**src/apcid_pkg.sv**
```systemverilog
// shared types and constants for the apci frame deframer
`default_nettype none
package apcid_pkg;

    localparam logic [7:0]  START_BYTE_RESET = 8'h68;
    localparam logic [15:0] APCI_BYTES       = 16'd4;
    localparam logic [7:0]  S_FORMAT_CODE    = 8'h01;

    typedef enum logic [2:0] {
        PH_HUNT   = 3'd0,
        PH_LEN_LO = 3'd1,
        PH_LEN_HI = 3'd2,
        PH_APCI   = 3'd3,
        PH_ASDU   = 3'd4
    } t_phase;

    typedef enum logic [1:0] {
        KIND_HEADER  = 2'd0,
        KIND_PAYLOAD = 2'd1,
        KIND_REJECT  = 2'd2
    } t_kind;

    typedef enum logic [1:0] {
        FMT_I = 2'd0,
        FMT_S = 2'd1,
        FMT_U = 2'd2
    } t_format;

    typedef struct packed {
        t_format     apdu_format;
        logic [14:0] send_seq;
        logic [14:0] recv_seq;
        logic [7:0]  u_control;
        logic        apci_nonzero;
    } t_header;

endpackage
`default_nettype wire

```
**src/apcid_header_decode.sv**
```systemverilog
// decodes the four apci bytes into the header fields
`default_nettype none
module apcid_header_decode
    import apcid_pkg::*;
(
    input  wire logic [7:0] i_byte0,
    input  wire logic [7:0] i_byte1,
    input  wire logic [7:0] i_byte2,
    input  wire logic [7:0] i_byte3,
    output t_header         o_header
);

    t_format fmt;

    always_comb begin
        if (!i_byte0[0]) begin
            fmt = FMT_I;
        end else if (i_byte0 == S_FORMAT_CODE) begin
            fmt = FMT_S;
        end else begin
            fmt = FMT_U;
        end
    end

    always_comb begin
        o_header.apdu_format  = fmt;
        o_header.send_seq     = (fmt == FMT_I) ? {i_byte1, i_byte0[7:1]} : 15'd0;
        o_header.recv_seq     = (fmt != FMT_U) ? {i_byte3, i_byte2[7:1]} : 15'd0;
        o_header.u_control    = i_byte0;
        o_header.apci_nonzero = |{i_byte0, i_byte1, i_byte2, i_byte3};
    end

endmodule
`default_nettype wire

```
**src/apci_frame_deframer_unit.sv**
```systemverilog
// apci frame deframer top level: byte stream in, header and payload words out
//
//  channel   dir  handshake                   payload
//  in        in   i_in_valid / o_in_stall     i_in_byte
//  out       out  o_out_valid / i_out_stall   o_result_kind .. o_last
//  cfg       in   i_cfg_we                    i_cfg_data (start byte)
//
// one input word per cycle while the input is not stalled; each word is decoded in the
// accept cycle and its result, if any, is registered into the output register
// synchronous active-low reset returns to hunting with start byte 68h
// the input stalls only while a result is held and the output is stalled
`default_nettype none
module apci_frame_deframer_unit
    import apcid_pkg::*;
(
    input  wire logic        i_clk,
    input  wire logic        i_rst_n,
    input  wire logic        i_cfg_we,
    input  wire logic [7:0]  i_cfg_data,
    input  wire logic        i_in_valid,
    output logic             o_in_stall,
    input  wire logic [7:0]  i_in_byte,
    output logic             o_out_valid,
    input  wire logic        i_out_stall,
    output logic [1:0]       o_result_kind,
    output logic [1:0]       o_apdu_format,
    output logic [14:0]      o_send_seq,
    output logic [14:0]      o_recv_seq,
    output logic [7:0]       o_u_control,
    output logic [15:0]      o_asdu_length,
    output logic             o_apci_nonzero,
    output logic [7:0]       o_payload_byte,
    output logic             o_last
);

    t_phase      r_phase, n_phase;
    logic [7:0]  r_start_byte;
    logic [7:0]  r_len_lo, n_len_lo;
    logic [15:0] r_asdu_len, n_asdu_len;
    logic [15:0] r_count, n_count;
    logic [7:0]  r_apci [3];
    logic        r_out_valid;
    t_kind       r_kind;
    t_header     r_hdr;
    logic [15:0] r_alen_out;
    logic [7:0]  r_pay;
    logic        r_last;

    logic        accept;
    logic        res_valid;
    t_kind       res_kind;
    logic        res_last;
    logic [15:0] full_len;
    logic [15:0] count_inc;
    t_header     hdr;

    assign o_in_stall = r_out_valid && i_out_stall;
    assign accept     = i_in_valid && !o_in_stall;
    assign full_len   = {i_in_byte, r_len_lo};
    assign count_inc  = r_count + 16'd1;

    apcid_header_decode u_hdr (
        .i_byte0  (r_apci[0]),
        .i_byte1  (r_apci[1]),
        .i_byte2  (r_apci[2]),
        .i_byte3  (i_in_byte),
        .o_header (hdr)
    );

    always_comb begin
        n_phase    = r_phase;
        n_len_lo   = r_len_lo;
        n_asdu_len = r_asdu_len;
        n_count    = r_count;
        res_valid  = 1'b0;
        res_kind   = KIND_HEADER;
        res_last   = 1'b0;
        case (r_phase)
            PH_LEN_LO: begin
                n_len_lo = i_in_byte;
                n_phase  = PH_LEN_HI;
            end
            PH_LEN_HI: begin
                if (full_len < APCI_BYTES) begin
                    res_valid = 1'b1;
                    res_kind  = KIND_REJECT;
                    res_last  = 1'b1;
                    n_phase   = PH_HUNT;
                end else begin
                    n_asdu_len = full_len - APCI_BYTES;
                    n_count    = 16'd0;
                    n_phase    = PH_APCI;
                end
            end
            PH_APCI: begin
                n_count = count_inc;
                if (r_count[1:0] == 2'd3) begin
                    res_valid = 1'b1;
                    res_kind  = KIND_HEADER;
                    res_last  = (r_asdu_len == 16'd0);
                    n_count   = 16'd0;
                    n_phase   = (r_asdu_len == 16'd0) ? PH_HUNT : PH_ASDU;
                end
            end
            PH_ASDU: begin
                n_count   = count_inc;
                res_valid = 1'b1;
                res_kind  = KIND_PAYLOAD;
                res_last  = (count_inc >= r_asdu_len);
                if (count_inc >= r_asdu_len) begin
                    n_phase = PH_HUNT;
                end
            end
            default: begin
                n_phase = PH_HUNT;
                if (i_in_byte == r_start_byte) begin
                    n_count = 16'd0;
                    n_phase = PH_LEN_LO;
                end
            end
        endcase
    end

    always_ff @(posedge i_clk) begin
        if (!i_rst_n) begin
            r_phase      <= PH_HUNT;
            r_start_byte <= START_BYTE_RESET;
            r_len_lo     <= 8'd0;
            r_asdu_len   <= 16'd0;
            r_count      <= 16'd0;
            r_out_valid  <= 1'b0;
        end else begin
            if (i_cfg_we) begin
                r_start_byte <= i_cfg_data;
            end
            if (accept) begin
                r_phase    <= n_phase;
                r_len_lo   <= n_len_lo;
                r_asdu_len <= n_asdu_len;
                r_count    <= n_count;
            end
            if (accept && res_valid) begin
                r_out_valid <= 1'b1;
            end else if (!i_out_stall) begin
                r_out_valid <= 1'b0;
            end
        end
    end

    always_ff @(posedge i_clk) begin
        if (accept && (r_phase == PH_APCI) && (r_count[1:0] != 2'd3)) begin
            r_apci[r_count[1:0]] <= i_in_byte;
        end
        if (accept && res_valid) begin
            r_kind <= res_kind;
            r_last <= res_last;
            case (res_kind)
                KIND_HEADER: begin
                    r_hdr      <= hdr;
                    r_alen_out <= r_asdu_len;
                    r_pay      <= 8'd0;
                end
                KIND_PAYLOAD: begin
                    r_hdr      <= '0;
                    r_alen_out <= 16'd0;
                    r_pay      <= i_in_byte;
                end
                default: begin
                    r_hdr      <= '0;
                    r_alen_out <= 16'd0;
                    r_pay      <= 8'd0;
                end
            endcase
        end
    end

    assign o_out_valid    = r_out_valid;
    assign o_result_kind  = r_kind;
    assign o_apdu_format  = r_hdr.apdu_format;
    assign o_send_seq     = r_hdr.send_seq;
    assign o_recv_seq     = r_hdr.recv_seq;
    assign o_u_control    = r_hdr.u_control;
    assign o_asdu_length  = r_alen_out;
    assign o_apci_nonzero = r_hdr.apci_nonzero;
    assign o_payload_byte = r_pay;
    assign o_last         = r_last;

endmodule
`default_nettype wire

```
**config.mk**
```make
export PLATFORM = sky130hd
export DESIGN_NAME = apci_frame_deframer_unit
export DESIGN_NICKNAME = d
export VERILOG_FILES = /design/src/apcid_pkg.sv /design/src/apcid_header_decode.sv /design/src/apci_frame_deframer_unit.sv
export SDC_FILE = /design/constraint.sdc
export NUM_CORES = 1
export LEC_CHECK = 0
export ABC_AREA = 0
export BUFFER_PORTS_ARGS = -buffer_cell sky130_fd_sc_hd__clkbuf_2
export CAP_MARGIN = 10
export CELL_PAD_IN_SITES_DETAIL_PLACEMENT = 1
export CELL_PAD_IN_SITES_GLOBAL_PLACEMENT = 1
export CORE_MARGIN = 10
export CORE_UTILIZATION = 45
export CTS_CLUSTER_SIZE = 20
export DETAILED_ROUTE_END_ITERATION = 12
export GPL_ROUTABILITY_DRIVEN = 0
export GPL_TIMING_DRIVEN = 0
export PLACE_DENSITY_LB_ADDON = 0.1
export REMOVE_ABC_BUFFERS = 1
export SKIP_LAST_GASP = 1
export SYNTH_ARGS = -nofsm -noshare
export SYNTH_HDL_FRONTEND = slang
export SYNTH_HIERARCHICAL = 1
export SYNTH_SLANG_ARGS = --single-unit
```
**constraint.sdc**
```tcl
create_clock -name i_clk -period 7.35 [get_ports i_clk]
set_clock_uncertainty 0.15 [all_clocks]
set_input_delay 0.735 -clock i_clk [delete_from_list [all_inputs] [get_ports i_clk]]
set_output_delay 0.735 -clock i_clk [all_outputs]
set_load 0.02 [all_outputs]
```
==> impl_metrics.csv, run 1 <==
group,metric,value,unit
status,run_status,"complete, no violations",
worst_setup_path,path_class,"input port to register",
worst_setup_path,cp-start-kind,"input port",
cells_and_area,multiInputGateArea,0.00282,mm2
power,power.density,232,mW/mm2
sta,fin_crit_sh,0.476,
die,rows,45,
die,die-area,0.0208,mm2
hold_path,min_to,"r_count[15]$_SDFFE_PN0P_",
route,wl_per_cell,19.3,um
global_routing,grt_pass1_vias,5228,
yosys,yosysTopAreaCell,"edfxtp_1",
yosys,synth_edf_count,92,
sta,rsz0062_at_grt,"no",
worst_setup_path,endpoint_kind,"register",
place,placed_area,0.00749,mm2
yosys,ys.warnings.count,6,
hold_path,whs_path_depth,2,
cells_and_area,diodes,0,
sta,fin_setup_tns,0,ns
hold_path,worstHoldStart,"r_count[15]$_SDFFE_PN0P_",
place,io_buffers,90,
global_routing,grt_max_degree,47,
cts,root_buffer,"clkbuf_16",
yosys,synth_fa_ha_area_frac,0.0396,
flow_run,maxCapViolCount,0,
cts,cts.path.max_buffers,2,
sta,hold_ws,0.326,ns
place,dp_hpwl,12200,um
yosys,synth_xor_area_frac,0.0404,
cells_and_area,final_common_cell,"edfxtp_1",
yosys,avgSynthCellArea,11.1,um2
sta,slew_headroom,0.272,
sta,drv_slew,0,
global_routing,overflow,0,
cells_and_area,fin_area,0.00812,mm2
cells_and_area,syn_to_final_growth,16.9,%
cells_and_area,fin_util,0.536,
route,vias,4857,
route,antenna_left,0,
cells_and_area,nFillCells,1611,
cells_and_area,final_cell_mix,"92 x edfxtp_1, 90 x clkbuf_2, 76 x nor2_1",
cells_and_area,ff_latch_area,0.00380,mm2
yosys,ys.flop_type,"edfxtp_1",
worst_setup_path,required,7.31,ns
sta,fin_ws,3.85,ns
sta,min_period,3.50,ns
worst_setup_path,arrival,3.45,ns
cts,htreeDepth,4,
cts,hold_buffers,0,
global_routing,grt_pass1_wl,28100,um
yosys,synthMuxAreaShare,0.0348,
cells_and_area,nNetsFinal,739,
sta,fmax,286,MHz
global_routing,antenna_found_initial,0,
yosys,synth_seq_cells,144,
die,start_util,0.458,
place,place_worst_setup_slack,3.40,ns
yosys,synth-simple-area-share,0.204,
route,drt_first_pass_iters,4,
yosys,synth_top_family_by_area,"simple AND/OR/NAND/NOR gates",
worst_setup_path,ff2ff_setup_slack,3.86,ns
power,peakVddDrop,0.000141,V
die,io_pins,91,
worst_setup_path,crit_path_max_fanout,39,
yosys,syn-cell-area,0.00694,mm2
die,die_y,144,um
sta,setup_viol,0,
yosys,synth_top_area_share,0.398,
cts,clock_latency,0.42,ns
power,power.total,1.88,mW
cells_and_area,final_layout_size_suffix_gt1_frac,0.219,
sta,worst_pin_slew,1.09,ns
sta,hold_viol_final,0,
yosys,synth_compound_area_frac,0.0849,
cts,post-cts-setup-buffers,0,
cts,cts_buffers,17,
worst_setup_path,reg2reg_from,"r_len_lo[2]$_SDFFE_PN0P_",
die,die_w,144,um
worst_setup_path,reg2reg_depth,8,
route,drtIter0Drc,209,
cts,clkSlewWorstSetupHoldPaths,0.06,ns
power,leakage,3.23,nW
yosys,synth_area_leaders,"edfxtp_1 40%, dfxtp_1 15%, nor2b_1 5.3%",
worst_setup_path,reg2reg_to,"o_recv_seq[9]$_SDFFCE_PP0P_",
route,drt-total-wl,17300,um
yosys,synthCells,623,
cts,cts_resized,0,
yosys,ys_seq_area_frac,0.548,
route,via_per_inst,5.41,
cts,clock-sinks,144,
global_routing,grt_usage,0.173,
yosys,synth_cell_types,60,
hold_path,hold_class,"register to register",
cts,cts_tree,"done",
die,core_area,0.0151,mm2
place,dp_cells,865,
route,drc,0,
cells_and_area,instances_no_fill,897,
yosys,async_flop_share,0,
worst max path at each step:
| stage | start | end | slack [ns] | cells past startpoint |
|---|---|---|---|---|
| finish | i_in_byte[0] | o_recv_seq[9]$_SDFFCE_PP0P_ | 3.85 | 7 |
| global route | r_len_lo[2]$_SDFFE_PN0P_ | o_recv_seq[9]$_SDFFCE_PP0P_ | 3.61 | 8 |
| CTS | r_len_lo[2]$_SDFFE_PN0P_ | o_recv_seq[6]$_SDFFCE_PP0P_ | 3.83 | 8 |
| detailed placement | i_in_byte[0] | o_recv_seq[9]$_SDFFCE_PP0P_ | 3.40 | 7 |
| global placement | i_in_byte[0] | o_recv_seq[10]$_SDFFCE_PP0P_ | 0.42 | 6 |
| floorplan | i_in_byte[0] | o_apci_nonzero$_SDFFCE_PP0P_ | 2.00 | 5 |
sequential cells by signal (all words and copies together) (netlist names):
name,flops
o_recv_seq,15
r_count,16
o_send_seq,15
o_apci_nonzero,1
r_start_byte,8
o_apdu_format,2
o_asdu_length,16
r_len_lo,8
r_apci,24
r_phase,3
r_asdu_len,16
o_out_valid,1
o_u_control,8
o_result_kind,2
o_last,1
o_payload_byte,8
Yosys cell counts, types with 2 or more instances:
cell type,n
or4_1,5
o21ai_0,12
and3_1,16
edfxtp_1,92
or3b_2,2
nor2_1,78
and2_1,17
nor4_1,13
inv_1,30
o21a_1,4
or4_4,2
buf_4,9
ha_1,22
xor2_1,10
nand3_1,9
nand4_1,14
a211oi_2,12
buf_2,6
xnor2_1,22
a21oi_1,15
o221ai_1,2
nor3_1,8
a311oi_2,2
nand2_1,22
dfxtp_1,52
mux2i_1,23
clkbuf_1,18
buf_6,3
a21o_1,8
o31ai_1,2
a211o_1,2
or3_1,4
nor2b_1,59
nand3b_1,2
area by class of cell:
class                   instances  share of cell area
inverters                      31              0.0143
clock inverters                10              0.0148
clock buffers                  22              0.0624
multi-input cells             409               0.347
repair buffers                 93              0.0638
flip-flops and latches        144               0.469
well taps                     188              0.0290
layer usage:
layer	track usage	routed length, um	vias up	part of all wire
li1	-	-	2354	-
met1	0.200	7390	2380	0.43
met2	0.299	8700	101	0.50
met3	0.0417	893	22	0.051
met4	0.0777	356	0	0.021
met5	0	0	-	0
power by group:
part	leakage (nW)	internal, mW	switching [mW]	total [mW]
Sequential	1.25	0.864	0.0103	0.874
Combinational	1.67	0.0397	0.0678	0.107
Clock	0.308	0.561	0.340	0.901
Total	3.23	1.46	0.418	1.88
critical path, stage by stage:
cell	delay, ns
clkbuf_2	0.25
or4_4	0.62
nor4_4	0.36
and2_1	0.26
nor2_1	0.09
nor2_4	0.78
buf_12	0.31
logic make-up (layout without fill, tap and decap cells):
| group | count (synthesis) | in the layout |
|---|---|---|
| simple gates | 260 | 260 |
| flops | 144 | 144 |
| compound gates | 71 | 71 |
| buf+inv | 70 | 156 |
| xor+xnor | 32 | 32 |
| mux | 24 | 24 |
| fa+ha+maj | 22 | 22 |
Note: power is estimated with default switching activity, not from simulation.
==> run 2: changes to the inputs <==
clock period = 3.4 ns   (was 7.35 ns; I/O delays follow)
==> impl_metrics.csv, run 2 (same netlist as run 1, synthesis figures left out) <==
group,metric,value,unit
hold_path,hold_class,"input port to register",
die,start_util,0.458,
power,leakage,3.26,nW
die,die_y,144,um
hold_path,whs_path_depth,3,
route,drt_first_pass_iters,4,
power,power.density,498,mW/mm2
route,vias,4867,
power,clkPwrFrac,0.478,
worst_setup_path,cp-start-kind,"register",
flow_run,maxCapViolCount,0,
sta,worst_pin_slew,1.07,ns
worst_setup_path,reg2reg_to,"o_last$_DFFE_PP_",
power,switchingPower,0.905,mW
worst_setup_path,reg2reg_depth,10,
sta,hold_viol_final,0,
global_routing,antenna_found_initial,0,
worst_setup_path,path_class,"register to register",
sta,fin_crit_sh,0.964,
route,antenna_left,0,
worst_setup_path,arrival,3.28,ns
cells_and_area,final_common_cell,"edfxtp_1",
die,io_pins,91,
cells_and_area,nNetsFinal,745,
die,die_w,144,um
global_routing,grt_pass1_vias,5249,
sta,slew_headroom,0.281,
power,p_int,3.17,mW
cts,cts.path.max_buffers,2,
power,seq_power_share,0.464,
sta,fin_ws,0.122,ns
cts,clock_latency,0.42,ns
cts,clock-sinks,144,
sta,rsz0062_at_grt,"yes",
worst_setup_path,required,3.40,ns
place,dp_hpwl,12200,um
cells_and_area,final_cell_mix,"92 x edfxtp_1, 90 x clkbuf_2, 76 x nor2_1",
route,via_per_inst,5.39,
cells_and_area,diodes,0,
hold_path,min_to,"r_start_byte[3]$_SDFFE_PN1P_",
route,drc,0,
sta,drv_slew,0,
cts,htreeDepth,4,
cells_and_area,multiInputGateArea,0.00283,mm2
worst_setup_path,reg2reg_from,"r_count[1]$_SDFFE_PN0P_",
cells_and_area,nFillCells,1607,
sta,hold_ws,0.0110,ns
cells_and_area,largest_reg_flops,24,
cells_and_area,final_layout_size_suffix_gt1_frac,0.222,
cts,cts_buffers,17,
power,peakVddDrop,0.000306,V
route,wl_per_cell,19.5,um
die,core_area,0.0151,mm2
die,rows,45,
global_routing,grt_pass1_wl,28400,um
global_routing,grt_usage,0.176,
sta,setup_viol,0,
place,place_worst_setup_slack,-0.151,ns
global_routing,grt_max_degree,47,
global_routing,overflow,0,
worst_setup_path,endpoint_kind,"register",
worst_setup_path,ff2ff_setup_slack,0.12,ns
worst_setup_path,slowest_stage,"dfxtp_1",
sta,min_period,3.28,ns
worst_setup_path,cp_cell_sequence,"ha_1 > and3_1 > and3_1 > xor2_1 > ha_1 > nand4_1 > nor2_1 > a221o_1 > a21oi_1 > o21ai_0",
cells_and_area,syn_to_final_growth,17.7,%
place,io_buffers,90,
power,switching_share,0.222,
route,drt-total-wl,17600,um
power,p_comb_frac,0.058,
worst_setup_path,critical_path.max_stage_delay,0.47,ns
hold_path,worstHoldStart,"i_cfg_data[3]",
sta,fmax,305,MHz
cts,cts_tree,"done",
power,power.total,4.07,mW
cells_and_area,ff_latch_area,0.00380,mm2
status,run_status,"complete, no violations",
die,die-area,0.0208,mm2
cts,clkSlewWorstSetupHoldPaths,0.06,ns
route,drtIter0Drc,219,
worst_setup_path,crit_path_max_fanout,7,
cts,root_buffer,"clkbuf_16",
run 2: how the worst max path moves through the flow:
stage                             start                           end  slack [ns]  depth (start not counted)
6_report        r_count[1]$_SDFFE_PN0P_              o_last$_DFFE_PP_        0.12                         10
3_3_place_gp               i_in_byte[0]  o_recv_seq[10]$_SDFFCE_PP0P_       -3.14                          6
5_1_grt         r_count[1]$_SDFFE_PN0P_              o_last$_DFFE_PP_       -0.06                         11
2_1_floorplan  r_len_lo[2]$_SDFFE_PN0P_  o_apci_nonzero$_SDFFCE_PP0P_       -1.79                          7
3_5_place_dp               i_in_byte[0]   o_recv_seq[9]$_SDFFCE_PP0P_       -0.15                          7
4_1_cts         r_count[0]$_SDFFE_PN0P_              o_last$_DFFE_PP_        0.01                         10
run 2: layout make-up:
class	count	share of cell area
Clock buffer	22	0.0620
Clock inverter	10	0.0147
Inverter	31	0.0142
Multi-Input combinational cell	410	0.346
Sequential cell	144	0.465
Tap cell	188	0.0288
Timing Repair Buffer	98	0.0689
run 2: critical path: cells and delay by family, from the launching register on:
kind	cells	cell delay, ns
simple gates	4	0.68
fa+ha+maj	2	0.66
flops	1	0.47
xor+xnor	1	0.32
compound gates	3	0.74
run 2: layer usage:
| layer | part of all wire | track usage | up-vias |
|---|---|---|---|
| met3 | 0.050 | 0.0433 | 22 |
| met2 | 0.51 | 0.303 | 102 |
| met5 | 0 | 0 | - |
| li1 | - | - | 2362 |
| met1 | 0.43 | 0.204 | 2381 |
| met4 | 0.017 | 0.0755 | 0 |
run 2: power by group through the flow:
stage	Sequential [mW]	Clock [mW]	Combinational (mW)
final	1.89	1.95	0.236
after global routing	1.89	2.06	0.260
after CTS	1.89	1.98	0.238
after detailed placement	1.93	0	0.232
after global placement	1.92	0	0.221
after floorplan	1.92	0	0.148
run 2: repair_timing:
| action | 4_1_cts | 5_1_grt |
|---|---|---|
| hold buffers | 3 | 0 |
| hold endpoints to repair | 3 | 0 |
| gates cloned | 1 | 0 |
| gates resized for setup | 0 | 2 |
| setup buffers | 0 | 2 |
| setup endpoints to repair | 39 | 56 |
| pin swaps | 1 | 1 |
run 2: metrics by stage:
| stage | cells | TNS, ns | utilization | instance area, um2 |
|---|---|---|---|---|
| 2_1_floorplan | 584 | -146.17 | - | 6720 |
| 3_3_place_gp | 862 | -302.13 | 0.489 | 7410 |
| 3_5_place_dp | 865 | -5.74 | 0.495 | 7490 |
| 4_1_cts | 901 | 0 | 0.538 | 8150 |
| 5_1_grt | 903 | -0.0626 | 0.540 | 8170 |
| 6_report | 903 | 0 | 0.540 | 8170 |
